**src/layered_depth_cell_buffer_assert.svh**
```systemverilog
// assertion helpers, clocked on clk_i and disabled while rst_ni is low
`ifndef LAYERED_DEPTH_CELL_BUFFER_ASSERT_SVH
`define LAYERED_DEPTH_CELL_BUFFER_ASSERT_SVH

// same-cycle implication
`define LDCB_ASSERT_IMP(label, ante, cons, msg) \
  label: assert property (@(posedge clk_i) disable iff (!rst_ni) (ante) |-> (cons)) \
    else $error(msg);

// next-cycle implication
`define LDCB_ASSERT_NXT(label, ante, cons, msg) \
  label: assert property (@(posedge clk_i) disable iff (!rst_ni) (ante) |=> (cons)) \
    else $error(msg);

`endif

```
**src/laydc_pkg.sv**
```systemverilog
package laydc_pkg;

  // store geometry
  localparam int MAX_COLS   = 128;
  localparam int MAX_ROWS   = 64;
  localparam int CELL_COUNT = MAX_COLS * MAX_ROWS;
  localparam int ADDR_W     = (CELL_COUNT > 1) ? $clog2(CELL_COUNT) : 1;
  localparam int COL_W      = (MAX_COLS > 1) ? $clog2(MAX_COLS) : 1;
  localparam int ROW_W      = (MAX_ROWS > 1) ? $clog2(MAX_ROWS) : 1;

  // field widths
  localparam int CMD_W      = 2;
  localparam int COORD_W    = 9;
  localparam int GLYPH_W    = 8;
  localparam int ATTR_W     = 16;
  localparam int LAYER_W    = 16;
  localparam int DEPTH_W    = 16;
  localparam int DEPTH_ST_W = DEPTH_W + 1;
  localparam int STATUS_W   = 3;
  localparam int SW_W       = 8;
  localparam int SH_W       = 7;
  localparam int PADDR_W    = 3;
  localparam int PDATA_W    = 32;

  // reset values
  localparam logic [SW_W-1:0]       WIDTH_RESET  = SW_W'(80);
  localparam logic [SH_W-1:0]       HEIGHT_RESET = SH_W'(25);
  localparam logic [GLYPH_W-1:0]    GLYPH_RESET  = GLYPH_W'(32);
  localparam logic [ATTR_W-1:0]     ATTR_RESET   = '0;
  localparam logic [LAYER_W-1:0]    LAYER_RESET  = '1;
  localparam logic [DEPTH_ST_W-1:0] DEPTH_INF    = DEPTH_ST_W'(1) << DEPTH_W;

  // register index, taken from paddr[2]
  localparam logic REG_WIDTH  = 1'b0;
  localparam logic REG_HEIGHT = 1'b1;

  localparam int QUEUE_DEPTH = 2;
  localparam int QPTR_W      = (QUEUE_DEPTH > 1) ? $clog2(QUEUE_DEPTH) : 1;
  localparam int QCNT_W      = $clog2(QUEUE_DEPTH + 1);

  typedef enum logic [CMD_W-1:0] {
    CMD_CLEAR       = 2'd0,
    CMD_WRITE       = 2'd1,
    CMD_WRITE_DEPTH = 2'd2,
    CMD_READ        = 2'd3
  } cmd_e;

  typedef enum logic [STATUS_W-1:0] {
    STAT_WRITTEN = 3'd0,
    STAT_OUTSIDE = 3'd1,
    STAT_LAYER   = 3'd2,
    STAT_DEPTH   = 3'd3,
    STAT_DONE    = 3'd4
  } status_e;

  typedef enum logic [2:0] {
    KIND_CLEAR,
    KIND_OUTSIDE,
    KIND_WRITE,
    KIND_WRITE_DEPTH,
    KIND_READ
  } kind_e;

  typedef enum logic [1:0] {
    BS_INIT,
    BS_IDLE,
    BS_EVAL,
    BS_CLEAR
  } back_state_e;

  typedef struct packed {
    logic [GLYPH_W-1:0]    glyph;
    logic [ATTR_W-1:0]     attr;
    logic [LAYER_W-1:0]    layer;
    logic [DEPTH_ST_W-1:0] depth;
  } cell_t;

  localparam int CELL_W = $bits(cell_t);
  localparam cell_t CELL_RESET = '{glyph: GLYPH_RESET, attr: ATTR_RESET,
                                   layer: LAYER_RESET, depth: DEPTH_INF};

  typedef struct packed {
    kind_e               kind;
    logic [ADDR_W-1:0]   addr;
    logic [GLYPH_W-1:0]  glyph;
    logic [ATTR_W-1:0]   attr;
    logic [LAYER_W-1:0]  layer;
    logic [DEPTH_W-1:0]  depth;
  } q_entry_t;

  typedef struct packed {
    logic pop;
    logic init_busy;
  } back_status_t;

  typedef struct packed {
    status_e             status;
    logic [GLYPH_W-1:0]  glyph;
    logic [ATTR_W-1:0]   attr;
    logic [LAYER_W-1:0]  layer;
  } result_t;

endpackage

```
**src/laydc_front.sv**
```systemverilog
module laydc_front
  import laydc_pkg::*;
(
  input  logic                clk_i,
  input  logic                rst_ni,
  input  logic [SW_W-1:0]     width_i,
  input  logic [SH_W-1:0]     height_i,
  input  logic                in_valid_i,
  output logic                in_ready_o,
  input  logic [CMD_W-1:0]    cmd_i,
  input  logic [COORD_W-1:0]  col_i,
  input  logic [COORD_W-1:0]  row_i,
  input  logic [GLYPH_W-1:0]  glyph_i,
  input  logic [ATTR_W-1:0]   attr_i,
  input  logic [LAYER_W-1:0]  layer_i,
  input  logic [DEPTH_W-1:0]  depth_i,
  input  back_status_t        back_i,
  output logic                q_valid_o,
  output q_entry_t            q_entry_o
);

  logic [COORD_W-1:0] w_eff, h_eff;
  logic               on_screen;
  logic [COL_W-1:0]   col_idx;
  logic [ROW_W-1:0]   row_idx;
  q_entry_t           entry;
  cmd_e               cmd;

  q_entry_t           fifo_q [QUEUE_DEPTH];
  logic [QPTR_W-1:0]  wr_ptr_q, wr_ptr_d, rd_ptr_q, rd_ptr_d;
  logic [QCNT_W-1:0]  cnt_q, cnt_d;
  logic               push;

  // effective screen size, capped at the store size
  always_comb begin
    w_eff = (COORD_W'(width_i) > COORD_W'(MAX_COLS)) ? COORD_W'(MAX_COLS) : COORD_W'(width_i);
    h_eff = (COORD_W'(height_i) > COORD_W'(MAX_ROWS)) ? COORD_W'(MAX_ROWS)
                                                       : COORD_W'(height_i);
  end

  assign on_screen = !col_i[COORD_W-1] && !row_i[COORD_W-1] &&
                     (col_i < w_eff) && (row_i < h_eff);
  assign col_idx = col_i[COL_W-1:0];
  assign row_idx = row_i[ROW_W-1:0];
  assign cmd     = cmd_e'(cmd_i);

  always_comb begin
    entry       = '0;
    entry.addr  = ADDR_W'(int'(row_idx) * MAX_COLS + int'(col_idx));
    entry.glyph = glyph_i;
    entry.attr  = attr_i;
    entry.layer = layer_i;
    entry.depth = depth_i;
    case (cmd)
      CMD_CLEAR:       entry.kind = KIND_CLEAR;
      CMD_WRITE:       entry.kind = on_screen ? KIND_WRITE : KIND_OUTSIDE;
      CMD_WRITE_DEPTH: entry.kind = on_screen ? KIND_WRITE_DEPTH : KIND_OUTSIDE;
      CMD_READ:        entry.kind = on_screen ? KIND_READ : KIND_OUTSIDE;
      default:         entry.kind = KIND_OUTSIDE;
    endcase
  end

  // short queue towards the back part
  assign in_ready_o = (cnt_q < QCNT_W'(QUEUE_DEPTH)) && !back_i.init_busy;
  assign push       = in_valid_i && in_ready_o;
  assign q_valid_o  = (cnt_q != '0);
  assign q_entry_o  = fifo_q[rd_ptr_q];

  always_comb begin
    wr_ptr_d = wr_ptr_q;
    rd_ptr_d = rd_ptr_q;
    cnt_d    = cnt_q;
    if (push) begin
      wr_ptr_d = (wr_ptr_q == QPTR_W'(QUEUE_DEPTH - 1)) ? '0 : wr_ptr_q + 1'b1;
    end
    if (back_i.pop) begin
      rd_ptr_d = (rd_ptr_q == QPTR_W'(QUEUE_DEPTH - 1)) ? '0 : rd_ptr_q + 1'b1;
    end
    case ({push, back_i.pop})
      2'b10:   cnt_d = cnt_q + 1'b1;
      2'b01:   cnt_d = cnt_q - 1'b1;
      default: cnt_d = cnt_q;
    endcase
  end

  always_ff @(posedge clk_i or negedge rst_ni) begin
    if (!rst_ni) begin
      wr_ptr_q <= '0;
      rd_ptr_q <= '0;
      cnt_q    <= '0;
    end else begin
      wr_ptr_q <= wr_ptr_d;
      rd_ptr_q <= rd_ptr_d;
      cnt_q    <= cnt_d;
    end
  end

  always_ff @(posedge clk_i) begin
    if (push) begin
      fifo_q[wr_ptr_q] <= entry;
    end
  end

endmodule

```
**config.mk**
```make
export PLATFORM = sky130hd
export DESIGN_NAME = laydc_front
export DESIGN_NICKNAME = d
export VERILOG_FILES = /design/src/layered_depth_cell_buffer_assert.svh /design/src/laydc_pkg.sv /design/src/laydc_front.sv
export SDC_FILE = /design/constraint.sdc
export NUM_CORES = 1
export LEC_CHECK = 0
export BUFFER_PORTS_ARGS = -buffer_cell sky130_fd_sc_hd__clkbuf_2
export CORE_MARGIN = 3
export CORE_UTILIZATION = 52
export CTS_BUF_LIST = sky130_fd_sc_hd__clkbuf_4
export DETAILED_ROUTE_END_ITERATION = 10
export GPL_ROUTABILITY_DRIVEN = 0
export PLACE_DENSITY = 0.91
export SETUP_SLACK_MARGIN = 0.15
export SYNTH_ARGS = -nofsm -noshare
export SYNTH_HDL_FRONTEND = slang
export SYNTH_SLANG_ARGS = --single-unit
```
**constraint.sdc**
```tcl
create_clock -name clk_i -period 4.9 [get_ports clk_i]
set_clock_uncertainty 0.1 [all_clocks]
set_input_delay 0.49 -clock clk_i [delete_from_list [all_inputs] [get_ports clk_i]]
set_output_delay 0.49 -clock clk_i [all_outputs]
set_load 0.02 [all_outputs]
```
Word level (Yosys, flattened, before mapping). Memory sizes are Yosys's and may differ from the RTL's. Cells that the tools add are included.

Register bits after elaboration: 4. Bits in writable memories: 144. Bits of input ports: 96. Output and inout port bits: 74. Logic and storage cells: 41. Memories: 1.

$add $sub $neg: 5. Magnitude comparators: 5. Equality and inequality tests: 5. Multiplexer cells: 11. Reductions and logical operators: 11.

Memories: fifo_q (depth 2, bits a word 72, rd ports 1, clocked after Yosys merged registers in 0, write ports 1, line laydc_front.sv:29) `q_entry_t fifo_q [QUEUE_DEPTH];`.

Operators by type and width (count): $add 13x7->13 (1); $pmux 3 s4 (1); $lt 9x7->1 (1); $lt 9x8->1 (1); $gt 8x8->1 const B (1); $mux 8 (1); $gt 7x7->1 const B (1); $mux 7 (1); $eq 2x2->1 const B (3); $logic_and 1x1->1 (5); $eq 2x1->1 const B (2); $mux 1 (4); $mux 2 (2); $pmux 2 s2 (1); $reduce_bool 2->1 (2); $logic_not 1->1 (3); $mux 3 (1); $add 1x1->1 const B (2); $add 2x1->2 const B (1); $logic_not 2->1 (1); $lt 2x2->1 const B (1); $sub 2x1->2 const B (1).

Depth between registers and ports, before layout. Gate-level depths: netlist (run 1).

Word-level depth: 7. Mapped depth: 7. Gate-level depth less buffers: 7.

Worst setup path before layout (run 1). OpenSTA, ideal clock, no wires.

Kind: input to register. Start: input back_i[0] in the netlist's numbering. End: memory fifo_q[0][0] in the netlist's numbering (enable). Library setup time: 503 ps. Arrival time: 4041 ps. Required time: 4297 ps. Slack: 256 ps. Cell stages on the path: 3. Path buffers: 0. Cells stage by stage: nor2_1 nand2_1 nor2_1.

Longest elaborated chain between the ends: 5.

Ends and longest elaborated chain: start, declared (line laydc_front.sv:17) `input back_status_t back_i,`; $logic_not 1->1 (line laydc_front.sv:64) `assign in_ready_o = (cnt_q < QCNT_W'(QUEUE_DEPTH)) && !back_i.init_busy;`; $logic_and 1x1->1 (line laydc_front.sv:64); $logic_and 1x1->1 (line laydc_front.sv:65) `assign push = in_valid_i && in_ready_o;`; $mux 1 (line laydc_front.sv:99) `if (push) begin`; $mux 1 (implied by the code) (line laydc_front.sv:100) `fifo_q[wr_ptr_q] <= entry;`; end, declared (line laydc_front.sv:29).

No other way between the ends.

==> results of run 1 <==
[worst reg2reg max path, cell delays in order, from the launching register on]
cell and delay [ns]:
dfrtp_1 0.43, nor2_1 0.21, nand2_1 0.17, nor2_4 0.73, buf_4 0.45
[placed cells by master, fill, tap and decap left out, types with 2 or more instances in the layout]
master,count
or2_2,2
nand2_1,16
buf_4,3
edfxtp_1,144
xor2_1,2
dlygate4sd3_1,33
clkinv_4,3
o21ai_0,2
nor2_1,3
clkinvlp_4,2
ha_1,14
xnor2_1,4
bufinv_16,4
nand4_1,2
nor3_1,3
inv_8,2
a21oi_1,7
diode_2,2
dfrtp_1,3
inv_1,4
mux2_2,72
clkbuf_4,18
clkbuf_2,169
[path summary, 6_finish.rpt]
check / startpoint / endpoint / slack [ns] / depth (start not counted)
setup / recovery: rd_ptr_q / q_entry_o[16] / 1.68 / 3
hold / removal: depth_i[1] / fifo_q[0][1] / 0.06 / 1
setup reg to reg: cnt_q[1] / fifo_q[0][44] / 2.50 / 4
hold reg to reg: cnt_q[1] / cnt_q[1] / 0.42 / 1
max in group asynchronous: rst_ni / rd_ptr_q / 4.34 / 2
min in group asynchronous: rst_ni / cnt_q[0] / 0.22 / 2
[cells in the mapped netlist]
| cell | n | area share [%] |
|---|---|---|
| nand4_1 | 2 | 0.22 |
| nor3b_4 | 1 | 0.33 |
| nor4_1 | 1 | 0.11 |
| and4b_1 | 1 | 0.17 |
| nor3_1 | 3 | 0.26 |
| buf_2 | 8 | 0.69 |
| inv_1 | 4 | 0.26 |
| o211ai_1 | 1 | 0.13 |
| o21ai_0 | 2 | 0.17 |
| or2_2 | 2 | 0.22 |
| edfxtp_1 | 144 | 75 |
| xor2_1 | 2 | 0.30 |
| nor3b_2 | 1 | 0.22 |
| a22o_2 | 1 | 0.17 |
| o31a_1 | 1 | 0.15 |
| nor2_1 | 4 | 0.26 |
| ha_1 | 14 | 3.0 |
| mux2_2 | 72 | 14 |
| nand2_1 | 16 | 1.0 |
| and3_1 | 1 | 0.11 |
| dfrtp_1 | 4 | 1.7 |
| a21oi_1 | 7 | 0.61 |
| a211o_1 | 1 | 0.15 |
| xnor2_1 | 4 | 0.61 |
[layout make-up]
| type | instances | area share, % |
|---|---|---|
| Sequential cell | 148 | 59.40 |
| Multi-Input combinational cell | 137 | 17.45 |
| Timing Repair Buffer | 205 | 16.09 |
| Clock inverter | 14 | 2.704 |
| Tap cell | 136 | 2.284 |
| Clock buffer | 18 | 1.814 |
| Inverter | 4 | 0.2015 |
| Antenna cell | 2 | 0.06717 |
[kinds of logic (layout without fill, tap and decap cells)]
group,Yosys count,after routing,share of synthesized area (%)
flip-flops,148,148,76.72
AND/OR/NAND/NOR,32,32,2.929
XOR/XNOR,6,6,0.9113
multiplexers,72,72,14.06
adder cells (fa/ha/maj),14,14,3.038
AO/OA/AOI/OAI,13,13,1.389
other,0,2,0
buffers and inverters,12,241,0.9546
[per-stage QoR]
stage	area, um2	setup WS [ns]	cells	hold WS (ns)	power (mW)
final	7451	1.683	664	0.06350	3.547
after global routing	7451	1.460	664	-0.006126	3.715
after CTS	7136	1.628	631	0.002336	3.556
after detailed placement	6779	2.212	597	0.2059	2.705
after global placement	6779	2.257	597	0.1986	2.672
after floorplan	5767	0.2562	297	0.09441	2.372
[sequential cells by signal, summed over array words and instances, names as in the netlist]
register / count
rd_ptr_q: 1
cnt_q: 2
fifo_q: 144
wr_ptr_q: 1
[metal layers]
| layer | global-route usage (%) | share of wire [%] |
|---|---|---|
| met3 | 6.659 | 7.1 |
| met5 | 0 | 0 |
| met2 | 32.29 | 54 |
| met4 | 6.326 | 1.3 |
| met1 | 19.79 | 38 |
[power breakdown]
group / internal (mW) / switching, mW / total, mW
Sequential: 1.54 / 0.108 / 1.65
Combinational: 0.455 / 0.590 / 1.05
Clock: 0.419 / 0.436 / 0.855
==> metrics, run 1 <==
VDD IR-drop max 216.1 uV; Detail Placement HPWL 7600 um; DR pass1 iterations 4; Core ar. 10560 um2; Vias/cell 5.143; buffer depth of the longest clock path 2; #FFs+latches synth 148; CP max stage cell dfrtp_2; Rows 37; Syn-to-layout area delta 29.20%; RSZ-0062 raised after global routing false; Max Slew Vio Count 0; fillcell total 674; utilization after layout 70.59%; Worst Setup End Kind primary output; H-tree Lvls 4; Fin. Hold Viols 0; All-Layer GR Usage 18.07%; Routed Wire Length 11530 um; startpoint types register; pin count of the biggest net entering global routing 73; post-CTS setup buffer count 0; slew of the pin with the lowest slew margin 0.9844 ns; clock tree root buffer cell clkbuf_4; register area 4425 um2; die area 12390 um2; I/O pins 170; vias 3415; Initial Util 54.63%; vias in the first global route 3583; Slowest Stage Delay on Critical Path 1.01 ns; synthesized area per cell 19.42 um2; DR DRC count 0; Tmin final 3.217 ns; first-pass GRT wire length 17340 um; clock network latency to the later pin of the worst-skew pair 0.50 ns; I/O Buffers 169; run status complete, no violations; syn nets 407; Mapped Area 5767 um2; CP Buf/Inv Count 2; final worst-path cycle share 65.66%; CP required 4.31 ns; Nets 623; Clock Pin Slew Worst Setup and Hold Paths 0.12 ns; # hold bufs at CTS 2; Die X-Extent 111.3 um; crit path kind register to primary output; synth warn 0; synth unique cells 24; Arr. time, crit path 2.63 ns; GRT Residual Overflow 0; sequential-to-total area share from yosys stat 76.72%; CTS tree yes; hold crit path type primary input to register; setup TNS 0 ns; Top delay family on crit path flip-flops; PD cells 476.0 nW/um2; area occupied by multi-input gates 1300 um2; wire per inst 17.37 um; Resized cells post-CTS 0; DRT antenna net count 0; Die Y 111.3 um; FMAX 310.8 MHz; CTS buffer count 17; Leak 2.903 nW; initial antenna violation count 1; worst path cell trace buf_4, mux2_2, clkbuf_2; TritonCTS Sinks 148; Max-Cap Viols 0; Gate Count Post-Synth 297; share of layout cells above drive strength 1 53.80%; number of DRC markers in iteration 0 204; CP Max Fanout 42; final setup vio count 0; Max transition margin 34.37%
(Power assumes the default switching activity.)
==> run 2: changes to the inputs <==
- ABC_AREA: not set -> 1
- PLACE_DENSITY: 0.91 -> 0.9
- clock period: 4.9 -> 3.1 ns (I/O delays scaled with it)
==> metrics, run 2 <==
EDFF count, synth 144 (unchanged); pin count of the biggest net entering global routing 73 (unchanged); syn nets 447 (+9.8%); Core ar. 11560 um2 (+9.6%); R2R Path End fifo_q[0][56]; VDD IR-drop max 302.4 uV (+40%); CTS buffer count 17 (unchanged); Sw Pwr 1.865 mW (+65%); crit path kind register to primary output; I/O pins 170 (unchanged); Seq pwr share 46.0% (-0.4 points); most frequent cells in the layout clkbuf_2 (169), edfxtp_1 (144), dlygate4sd3_1 (72), mux2_4 (69), nand2_1 (43); Max Slew Vio Count 0 (unchanged); CP required 2.69 ns (-1.62 ns); PD cells 696.7 nW/um2 (+46%); Gate Count Post-Synth 337 (+13%); Synth top cells by count edfxtp_1 (144), mux2_4 (69), nand2_1 (43); initial antenna violation count 1 (unchanged); hold slack 0.07488 ns (+0.01138 ns); Biggest register fifo_q; final worst-path cycle share 83.00%; wire per inst 16.39 um (-5.6%); Routed Wire Length 12330 um (+6.9%); Largest register FFs 144 (unchanged); R2R Path Start cnt_q[1]; vias 3743 (+9.6%); Syn-to-layout area delta 31.20%; Post-Layout Cell Count 752 (+13%); die area 13360 um2 (+7.8%); Clk network pwr share 18.5% (-5.6 points); worst reg-to-reg setup slack 1.33 ns (-1.17 ns); Worst Setup End Kind primary output; buffer depth of the longest clock path 2 (unchanged); Synth area leaders edfxtp_1 (69%), mux2_4 (17%), ha_1 (2.8%); DRT antenna net count 0 (unchanged); switching part of the total 32.68% (+0.71 points); startpoint types register; final setup vio count 0 (unchanged); RSZ-0062 raised after global routing false; main flop type after synthesis edfxtp_1; FFs w/ async S/R, synth 2.703% (unchanged); Largest regs fifo_q (144), cnt_q (2); synthesized area per cell 18.53 um2 (-4.6%); synth unique cells 24 (unchanged); post-CTS setup buffer count 0 (unchanged); DR DRC count 0 (unchanged); CTS tree yes; Die Y 115.6 um (+3.8%); sequential-to-total area share from yosys stat 70.86% (-5.9 points); CP Max Fanout 35 (-17%); Rows 39 (+5.4%); run status complete, no violations; worst reg-to-reg path cell count 4 (unchanged); worst setup margin 0.5270 ns (-1.156 ns); Nets 705 (+13%); Tmin final 2.573 ns; Die X-Extent 115.6 um (+3.8%); Initial Util 53.99% (-0.65 points); vias in the first global route 4111 (+15%); share of layout cells above drive strength 1 47.37% (-6.4 points); TritonCTS Sinks 148 (unchanged); GRT Residual Overflow 0 (unchanged); All-Layer GR Usage 19.32% (+1.2 points); clock tree root buffer cell clkbuf_4; Max-Cap Viols 0 (unchanged); Arr. time, crit path 2.16 ns (-0.47 ns); setup TNS 0 ns (unchanged); CP Launch Point rd_ptr_q; Resized cells post-CTS 0 (unchanged); fillcell total 716 (+6.2%); Fin. Hold Viols 0 (unchanged); crit path to q_entry_o[42]; Internal Power 3.842 mW (+59%); Combinational Power Share 35.6% (+6.1 points); I/O Buffers 169 (unchanged); # hold bufs at CTS 71 (+69); most common cell in the netlist edfxtp_1; pre-CTS WS 0.8757 ns (-1.337 ns); commonest non-fill, non-tap cell in the layout clkbuf_2; Vias/cell 4.977 (-3.2%); Mapped Area 6243 um2 (+8.3%); Detail Placement HPWL 7728 um (+1.7%); Placed Instances 647 (+8.4%); #FFs+latches synth 148 (unchanged); Clock Pin Slew Worst Setup and Hold Paths 0.11 ns (about the same); hold crit path type primary input to register; Max transition margin 57.01% (+23 points); DR pass1 iterations 4 (unchanged); H-tree Lvls 4 (unchanged); FMAX 388.7 MHz; first-pass GRT wire length 19520 um (+13%); Leak 3.456 nW (+19%); Synth top area share 69.26% (-5.7 points); slew of the pin with the lowest slew margin 0.6448 ns (-0.3396 ns); number of DRC markers in iteration 0 245 (+20%); clock network latency to the later pin of the worst-skew pair 0.48 ns (-0.02 ns); synth warn 0 (unchanged); area leader, netlist edfxtp_1
run 2: cell types whose count changed after synthesis, moves of 7 or more:
cell     previous run  this run
inv_1               4        13
nand2_1            16        43
buf_2               8         0
mux2_2             72         3
nor2_1              4        15
mux2_4              0        69
buf_12              0         7
run 2: area by class of cell:
cell class	count	area, um2	share of cell area, %
Tap cell	143	178.9	2.184
Multi-Input combinational cell	166	1627	19.86
Timing Repair Buffer	247	1649	20.13
Clock inverter	13	107.6	1.314
Sequential cell	148	4428	54.06
Inverter	15	56.30	0.6873
Clock buffer	19	142.6	1.741
Antenna cell	1	2.502	0.03055
run 2: critical path, stage by stage (launching register included):
cell	delay, ns
dfrtp_4	0.87
buf_12	0.29
mux2_4	0.33
clkbuf_2	0.16
run 2: how the worst min path moves through the flow:
| stage | startpoint | depth (start not counted) | endpoint | slack (ns) |
|---|---|---|---|---|
| final | cmd_i[1] | 3 | fifo_q[0][69] | 0.07 |
| after global routing | cmd_i[1] | 3 | fifo_q[0][69] | 0.01 |
| after CTS | rst_ni | 2 | cnt_q[1] | 0.006 |
| after detailed placement | rst_ni | 1 | cnt_q[1] | 0.03 |
| after global placement | rst_ni | 1 | cnt_q[1] | 0.02 |
| after floorplan | rst_ni | 0 | cnt_q[0] | -0.09 |
run 2: cells by family (layout without fill, tap and decap cells):
kind of cell	Yosys count	count (layout)	synth area share [%]
AO/OA/AOI/OAI	7	7	0.7214
XOR/XNOR	5	5	0.7015
adder cells (fa/ha/maj)	14	14	2.806
buffers and inverters	23	294	3.327
flip-flops	148	148	70.86
multiplexers	72	72	17.13
other	0	1	0
AND/OR/NAND/NOR	68	68	4.449
run 2: power by group through the flow:
stage	clock, mW	sequential, mW	combinational, mW
finish	1.05	2.62	2.03
global route	1.18	2.65	2.16
CTS	1.09	2.63	2.03
detailed placement	0	2.67	1.96
global placement	0	2.66	1.92
floorplan	0	2.53	1.68
run 2: metal layers:
layer	GRT usage [%]	vias to the layer above	wire length [um]
li1	-	1769	-
met1	20.16	1800	4530
met2	35.73	147	6757
met3	6.057	27	779
met4	8.138	0	257
met5	0	-	0
run 2: through the flow:
stage / utilization [%] / total power [mW] / area (um2)
after floorplan: - / 4.214 / 6248
after global placement: 62.41 / 4.575 / 7218
after detailed placement: 62.41 / 4.627 / 7218
after CTS: 70.72 / 5.752 / 8179
after global routing: 70.83 / 5.993 / 8192
final: 70.83 / 5.707 / 8192
